==> config.mk <==
export PLATFORM = sky130hd
export DESIGN_NAME = signal_light_controller_core_flat
export DESIGN_NICKNAME = d
export VERILOG_FILES = /design/src/hdl/slc_pkg.sv /design/src/hdl/slc_if.sv /design/src/hdl/signal_light_controller_core.sv /design/src/flat_wrapper.sv
export SDC_FILE = /design/constraint.sdc
export NUM_CORES = 1
export LEC_CHECK = 0
export ABC_AREA = 0
export BUFFER_PORTS_ARGS = -buffer_cell sky130_fd_sc_hd__buf_2
export CAP_MARGIN = 5
export CORE_MARGIN = 2
export CORE_UTILIZATION = 54
export DETAILED_ROUTE_END_ITERATION = 16
export GPL_ROUTABILITY_DRIVEN = 0
export HOLD_SLACK_MARGIN = 0.03
export PLACE_DENSITY_LB_ADDON = 0.12
export SLEW_MARGIN = 40
export SYNTH_ARGS = -nofsm -noshare
export SYNTH_HDL_FRONTEND = slang
export SYNTH_SLANG_ARGS = --single-unit
export TNS_END_PERCENT = 50
==> constraint.sdc <==
create_clock -name clk -period 7 [get_ports clk]
set_clock_uncertainty 0.2 [all_clocks]
set_input_delay 0.35 -clock clk [delete_from_list [all_inputs] [get_ports clk]]
set_output_delay 0.35 -clock clk [all_outputs]
set_load 0.01 [all_outputs]
==> src/hdl/slc_pkg.sv <==
// ----------------------------------------------------------------------------
// slc_pkg
// Shared widths, codes and defaults of the signal light controller.
// ----------------------------------------------------------------------------
`default_nettype none

package slc_pkg;

  // Upper limits of the configurable sizes, and the fixed port widths.
  localparam int SIG_SLOTS = 4;
  localparam int MAX_PINS  = 16;

  localparam int NUM_SIGNALS_DEF = 4;
  localparam int NUM_PINS_DEF    = 16;

  localparam int ID_W   = 11;
  localparam int TYPE_W = 2;
  localparam int DATA_W = 64;

  localparam int CFG_DATA_W = 64;
  localparam int CFG_IDX_W  = 2;

  // Configuration register indexes.
  localparam logic [CFG_IDX_W-1:0] CFG_IDX_IDS   = 2'd0;
  localparam logic [CFG_IDX_W-1:0] CFG_IDX_TYPES = 2'd1;
  localparam logic [CFG_IDX_W-1:0] CFG_IDX_MASKS = 2'd2;

  // Event kinds.
  localparam logic REQ_MSG   = 1'b0;
  localparam logic REQ_TIMER = 1'b1;

  // Signal types; the remaining codes behave as plain.
  localparam logic [TYPE_W-1:0] TYPE_PLAIN = 2'd0;
  localparam logic [TYPE_W-1:0] TYPE_BLINK = 2'd1;
  localparam logic [TYPE_W-1:0] TYPE_BRAKE = 2'd2;

  typedef logic [ID_W-1:0]   sig_id_t;
  typedef logic [TYPE_W-1:0] sig_type_t;

endpackage

`default_nettype wire

==> src/hdl/slc_if.sv <==
// ----------------------------------------------------------------------------
// slc_if
// Valid/ready channels of the signal light controller: events in, results out.
// ----------------------------------------------------------------------------
`default_nettype none

interface slc_req_if;
  logic                        valid;
  logic                        ready;
  logic                        req_type;
  logic [slc_pkg::ID_W-1:0]    msg_id;
  logic [slc_pkg::DATA_W-1:0]  msg_data;

  modport source (output valid, output req_type, output msg_id, output msg_data,
                  input ready);
  modport sink   (input valid, input req_type, input msg_id, input msg_data,
                  output ready);
endinterface

interface slc_rsp_if;
  logic                              valid;
  logic                              ready;
  logic [slc_pkg::MAX_PINS-1:0]      pin_levels;
  logic [slc_pkg::SIG_SLOTS-1:0]     signals_on;
  logic                              phase_now;

  modport source (output valid, output pin_levels, output signals_on,
                  output phase_now, input ready);
  modport sink   (input valid, input pin_levels, input signals_on,
                  input phase_now, output ready);
endinterface

`default_nettype wire

==> src/hdl/signal_light_controller_core.sv <==
// ----------------------------------------------------------------------------
// signal_light_controller_core
// Drives light pins from message and blink timer events.
// ----------------------------------------------------------------------------
// An accepted event passes the input register, then the result register,
// before its result shows; only a stalled result side holds it back.
// Throughput: one event per cycle unless the result side stalls; the state
// update is one pass of compare and mask logic between the two registers.
// Reset: synchronous, active low; configuration, on bits, blink phase and
// pins clear to zero, and both pipeline stages empty.
`default_nettype none

module signal_light_controller_core #(
  parameter int NUM_SIGNALS = slc_pkg::NUM_SIGNALS_DEF,
  parameter int NUM_PINS    = slc_pkg::NUM_PINS_DEF
) (
  input  wire logic                              clk,
  input  wire logic                              rst_n,
  slc_req_if.sink                                in_ch,
  slc_rsp_if.source                              out_ch,
  input  wire logic                              cfg_we,
  input  wire logic [slc_pkg::CFG_IDX_W-1:0]     cfg_index,
  input  wire logic [slc_pkg::CFG_DATA_W-1:0]    cfg_data
);

  localparam int PinW = slc_pkg::MAX_PINS;
  localparam int SigW = slc_pkg::SIG_SLOTS;

  // Configuration, split per signal.
  slc_pkg::sig_id_t    ids_r   [NUM_SIGNALS];
  slc_pkg::sig_type_t  types_r [NUM_SIGNALS];
  logic [NUM_PINS-1:0] masks_r [NUM_SIGNALS];

  // Controller state.
  logic [NUM_SIGNALS-1:0] on_r;
  logic                   phase_r;
  logic [NUM_PINS-1:0]    pins_r;

  // Input register.
  logic                     s1_valid_r;
  logic                     s1_type_r;
  slc_pkg::sig_id_t         s1_id_r;
  logic                     s1_nz_r;

  // Result register.
  logic                     out_valid_r;
  logic [PinW-1:0]          out_pins_r;
  logic [SigW-1:0]          out_on_r;
  logic                     out_phase_r;

  logic advance;
  logic in_ready;

  logic [NUM_SIGNALS-1:0] on_nxt;
  logic                   phase_nxt;
  logic [NUM_PINS-1:0]    pins_nxt;
  logic                   refresh;

  assign advance  = !out_valid_r || out_ch.ready;
  assign in_ready = !s1_valid_r || advance;

  assign in_ch.ready       = in_ready;
  assign out_ch.valid      = out_valid_r;
  assign out_ch.pin_levels = out_pins_r;
  assign out_ch.signals_on = out_on_r;
  assign out_ch.phase_now  = out_phase_r;

  // Configuration writes; an index beyond the list is dropped.
  always_ff @(posedge clk) begin
    if (!rst_n) begin
      for (int k = 0; k < NUM_SIGNALS; k++) begin
        ids_r[k]   <= '0;
        types_r[k] <= '0;
        masks_r[k] <= '0;
      end
    end else if (cfg_we) begin
      for (int k = 0; k < NUM_SIGNALS; k++) begin
        if (cfg_index == slc_pkg::CFG_IDX_IDS) begin
          ids_r[k] <= cfg_data[k*slc_pkg::ID_W +: slc_pkg::ID_W];
        end
        if (cfg_index == slc_pkg::CFG_IDX_TYPES) begin
          types_r[k] <= cfg_data[k*slc_pkg::TYPE_W +: slc_pkg::TYPE_W];
        end
        if (cfg_index == slc_pkg::CFG_IDX_MASKS) begin
          masks_r[k] <= cfg_data[k*PinW +: NUM_PINS];
        end
      end
    end
  end

  // Event handling. Signals are walked in index order so that later writes
  // win on shared pins; brakes are refreshed after a blinker turns off.
  always_comb begin
    on_nxt    = on_r;
    phase_nxt = phase_r;
    pins_nxt  = pins_r;
    refresh   = 1'b0;
    if (s1_type_r == slc_pkg::REQ_TIMER) begin
      phase_nxt = ~phase_r;
      for (int k = 0; k < NUM_SIGNALS; k++) begin
        if (types_r[k] == slc_pkg::TYPE_BLINK && on_r[k]) begin
          pins_nxt = phase_nxt ? (pins_nxt | masks_r[k]) : (pins_nxt & ~masks_r[k]);
        end
      end
    end else if (s1_id_r != '0) begin
      for (int k = 0; k < NUM_SIGNALS; k++) begin
        if (ids_r[k] == s1_id_r) begin
          pins_nxt  = s1_nz_r ? (pins_nxt | masks_r[k]) : (pins_nxt & ~masks_r[k]);
          on_nxt[k] = s1_nz_r;
          if (!s1_nz_r && types_r[k] == slc_pkg::TYPE_BLINK) begin
            refresh = 1'b1;
          end
        end
      end
      if (refresh) begin
        for (int k = 0; k < NUM_SIGNALS; k++) begin
          if (types_r[k] == slc_pkg::TYPE_BRAKE && on_nxt[k]) begin
            pins_nxt = pins_nxt | masks_r[k];
          end
        end
      end
    end
  end

  // Pipeline control and state.
  always_ff @(posedge clk) begin
    if (!rst_n) begin
      s1_valid_r  <= 1'b0;
      out_valid_r <= 1'b0;
      on_r        <= '0;
      phase_r     <= 1'b0;
      pins_r      <= '0;
    end else begin
      if (in_ready) begin
        s1_valid_r <= in_ch.valid;
      end
      if (advance) begin
        out_valid_r <= s1_valid_r;
        if (s1_valid_r) begin
          on_r    <= on_nxt;
          phase_r <= phase_nxt;
          pins_r  <= pins_nxt;
        end
      end
    end
  end

  // Payload registers. Only the zero test of the data is kept.
  always_ff @(posedge clk) begin
    if (in_ready && in_ch.valid) begin
      s1_type_r <= in_ch.req_type;
      s1_id_r   <= in_ch.msg_id;
      s1_nz_r   <= |in_ch.msg_data;
    end
    if (advance && s1_valid_r) begin
      out_pins_r  <= PinW'(pins_nxt);
      out_on_r    <= SigW'(on_nxt);
      out_phase_r <= phase_nxt;
    end
  end

endmodule

`default_nettype wire

==> src/flat_wrapper.sv <==
// flat-port wrapper written by rule: the top's interface ports become plain ports
module signal_light_controller_core_flat 
#(
  parameter int NUM_SIGNALS = slc_pkg::NUM_SIGNALS_DEF,
  parameter int NUM_PINS    = slc_pkg::NUM_PINS_DEF
)
  (clk, rst_n, cfg_we, cfg_index, cfg_data, in_ch_valid, in_ch_req_type, in_ch_msg_id, in_ch_msg_data, in_ch_ready, out_ch_valid, out_ch_pin_levels, out_ch_signals_on, out_ch_phase_now, out_ch_ready);
  slc_req_if in_ch_i ();
  slc_rsp_if out_ch_i ();
  input  wire logic clk;
  input  wire logic rst_n;
  input  wire logic cfg_we;
  input  wire logic [slc_pkg::CFG_IDX_W-1:0] cfg_index;
  input  wire logic [slc_pkg::CFG_DATA_W-1:0] cfg_data;
  input wire logic [$bits(in_ch_i.valid)-1:0] in_ch_valid;
  input wire logic [$bits(in_ch_i.req_type)-1:0] in_ch_req_type;
  input wire logic [$bits(in_ch_i.msg_id)-1:0] in_ch_msg_id;
  input wire logic [$bits(in_ch_i.msg_data)-1:0] in_ch_msg_data;
  output wire logic [$bits(in_ch_i.ready)-1:0] in_ch_ready;
  output wire logic [$bits(out_ch_i.valid)-1:0] out_ch_valid;
  output wire logic [$bits(out_ch_i.pin_levels)-1:0] out_ch_pin_levels;
  output wire logic [$bits(out_ch_i.signals_on)-1:0] out_ch_signals_on;
  output wire logic [$bits(out_ch_i.phase_now)-1:0] out_ch_phase_now;
  input wire logic [$bits(out_ch_i.ready)-1:0] out_ch_ready;
  assign in_ch_i.valid = in_ch_valid;
  assign in_ch_i.req_type = in_ch_req_type;
  assign in_ch_i.msg_id = in_ch_msg_id;
  assign in_ch_i.msg_data = in_ch_msg_data;
  assign in_ch_ready = in_ch_i.ready;
  assign out_ch_valid = out_ch_i.valid;
  assign out_ch_pin_levels = out_ch_i.pin_levels;
  assign out_ch_signals_on = out_ch_i.signals_on;
  assign out_ch_phase_now = out_ch_i.phase_now;
  assign out_ch_i.ready = out_ch_ready;
  signal_light_controller_core #(.NUM_SIGNALS(NUM_SIGNALS), .NUM_PINS(NUM_PINS)) u_core (.clk(clk), .rst_n(rst_n), .in_ch(in_ch_i), .out_ch(out_ch_i), .cfg_we(cfg_we), .cfg_index(cfg_index), .cfg_data(cfg_data));
endmodule
==> out/results.txt <==
Outcome: complete, no violations
CP Cell Sequence: xor2_1 > nor3_1 > nand4_1 > nand4_1 > nand2_1 > o211a_1 > o32ai_1
Initial Util: 55.0%
Most used cell, CP: nand4_1
Critical path depth: 7
Die Wd: 142 um
CP max stage cell: nor3_1
Hold Crit Depth: 2
Final Slew Violations: 0
Flop pwr share: 50.1%
Sequential element share of the synthesized area: 48.4%
Initial antenna violation count: 0
Hold Crit Class: input port to flop
Largest stage delay, worst path: 0.71 ns
DP HPWL: 21.9 mm
Antenna Cells: 0
Pleak: 4.67 nW
Wire per inst: 22.8 um
Reg area: 0.00497 mm^2
Part of the cycle the worst path needs: 51.8%
Int Power: 1.83 mW
Required time worst endpoint: 7.13 ns
Fmax: 276 MHz
GRT overflow: 0
Dominant synthesized flop cell: edfxtp_1
Area share of the largest cell type after synthesis: 43.9%
Cell Area, Synth: 0.0103 mm^2
CP delay by family, top: simple AND/OR/NAND/NOR gates
Row Count: 50
Worst Tran Pin Value: 0.901 ns
Crit path buf inv count: 0
CTS clk-pin slew, worst paths: 0.08 ns
RSZ-0062 raised after global routing: no
Pre-Repair DR Iteration Count: 6
Placed Cells incl. Taps: 1,316
Setup violators final: 0
Combinational Power Share: 10.9%
Start of the worst register-to-register path: u_core.s1_id_r[2]
Initial DRC Count: 1,441
Flops & latches, synth: 173
Later-pin clock latency in the skew report: 0.44 ns
Total wire length: 32.3 mm
Post-Syn Instances: 980
Pin count of the biggest net entering global routing: 71
Global-route wire length before repair: 49.1 mm
Top-Level Pins: 170
Sw frac: 28.1%
Hold Crit Start: cfg_data[26]
Die ar.: 0.0201 mm^2
VDD IR max: 0.171 mV
Most frequent cells in the layout: 169 x buf_2, 150 x edfxtp_1, 131 x nand3_1, 122 x and2_1, 70 x dlygate4sd3_1
Antenna-violating nets left: 0
Area taken by multi-input logic gates: 0.00483 mm^2
Core Box Area: 0.0186 mm^2
Asr flop ratio synth: 0%
Slew headroom: 39.9%
Worst setup EP type: flop
Number of H-tree levels: 4
Crit path kind: flop to flop
Syn nets: 1,127
Number of synthesized flops with an enable pin: 150
Yosys warning count: 0
Critical Path Source Type: flop
Commonest non-fill, non-tap cell in the layout: buf_2
Setup crit start: u_core.s1_id_r[2]
Final-layout fill cell count: 1,421
DRC: 0
Crit Path Max Fanout: 12
Syn Area/Cell: 10.5 um^2
Vias in the first global route: 8,268
Via density per instance: 6.31
Top post-synthesis cells by area: edfxtp_1 44%, and2_1 7.4%, nand3_1 6.4%
Buffers on Ports: 169
CTS tree: built
Power per cell area: 204 mW/mm^2
Arr. time, crit path: 3.76 ns
Layout cells sized above 1: 21.9%
Clock Sinks: 173
Finished Layout Cells: 1,419
P&R area growth vs syn: 22.0%
Min Tclk post-route: 3.63 ns
Psw: 0.717 mW
Routed vias: 8,949
Clk pwr share: 39.0%
Setup bufs post-CTS: 0
Root Buffer: clkbuf_16
Synth area leader: edfxtp_1
Max-Cap Viols: 0
Gr usage total: 32.5%
Die height: 142 um
CTS Buf Count: 17
Reg2reg path depth: 7
Setup Total Neg Slack: 0 ns
CTS max path bufs: 2
Post-synth cell types: 40
Final Hold Viols: 0
Layout Nets: 1,319
-- synth_stat cells (2+ instances only) --
cell type  number
buf_2           9
nor3_2          2
a311oi_2        4
xor2_1         46
a21oi_1        25
buf_6           7
a311oi_1       23
nor2b_1        10
a21bo_2         5
a21boi_0       11
mux2_1          3
nor4_2          4
o21ai_0         4
and2_1        122
a22oi_1        32
and3_1          4
nand2_1        29
mux2i_1        65
o2111ai_1      16
nor4_1         23
nor2_1         26
a21o_1         11
o211a_1         5
dfxtp_1        23
or4_1          12
nand3_1       131
clkbuf_1       71
nand4_1        57
edfxtp_1      150
nor4_4          4
inv_1          19
o32ai_1        16
nor3_1          4
-- kinds of logic (layout without fill, tap and decap cells) --
kind of cell              count (synthesis)  count (layout)  share of synthesized area (%)
AOI/OAI and AO/OA                       152             152                           11.6
and+or+nand+nor                         430             430                           24.3
muxes                                    69              69                           6.79
xor gates and xnor gates                 46              46                           3.93
DFF                                     173             173                           48.4
buffers and inverters                   110             315                           4.92
-- sequential cells by signal, indices dropped and copies added (netlist names), 4 cells and up --
| name | cells |
|---|---|
| u_core.ids_r | 44 |
| u_core.masks_r | 64 |
| u_core.on_r | 4 |
| u_core.out_ch.pin_levels | 16 |
| u_core.out_ch.signals_on | 4 |
| u_core.pins_r | 16 |
| u_core.s1_id_r | 11 |
| u_core.types_r | 8 |
-- metal layers --
layer | vias to the layer above | part of all wire [%] | track usage (%)
met5 | - | 0 | 0
met4 | 0 | 3.0 | 11.7
met3 | 83 | 11 | 6.68
met2 | 589 | 45 | 48.1
met1 | 4155 | 41 | 47.6
li1 | 4122 | - | -
-- through the flow --
step	area [um^2]	util (%)	worst slack [ns]	power, mW	hold slack (ns)
floorplan	10300	-	2.62	1.40	0.249
global route	12500	67.1	3.25	2.61	0.0398
finish	12500	67.1	3.37	2.55	0.0413
CTS	12500	67.0	3.44	2.54	0.0325
detailed placement	11200	60.0	3.45	1.53	0.285
global placement	11200	59.9	3.18	1.53	0.276
-- power by group through the flow --
stage	registers (mW)	logic (mW)	clock network, mW
global route	1.28	0.300	1.04
floorplan	1.25	0.151	0
finish	1.28	0.278	0.994
global placement	1.29	0.235	0
CTS	1.27	0.271	0.999
detailed placement	1.29	0.240	0
-- worst paths after layout --
check                       end  slack (ns)
max            u_core.pins_r[1]        3.37
min          u_core.ids_r[2][4]        0.04
max reg2reg    u_core.pins_r[1]        3.37
min reg2reg    u_core.pins_r[2]        0.30
-- what timing repair did --
action                    CTS  global route
hold buffers               70             0
hold endpoints to repair  100             0
resized for setup           0             0
-- area by class of cell --
| class | instances | share of cell area, % |
|---|---|---|
| clock buffer | 17 | 3.40 |
| clock inverter | 15 | 1.51 |
| inverter | 20 | 0.600 |
| multi-input combinational | 697 | 38.6 |
| sequential | 173 | 39.7 |
| tap | 234 | 2.34 |
| timing repair buffer | 263 | 13.9 |
(Power assumes the default switching activity.)
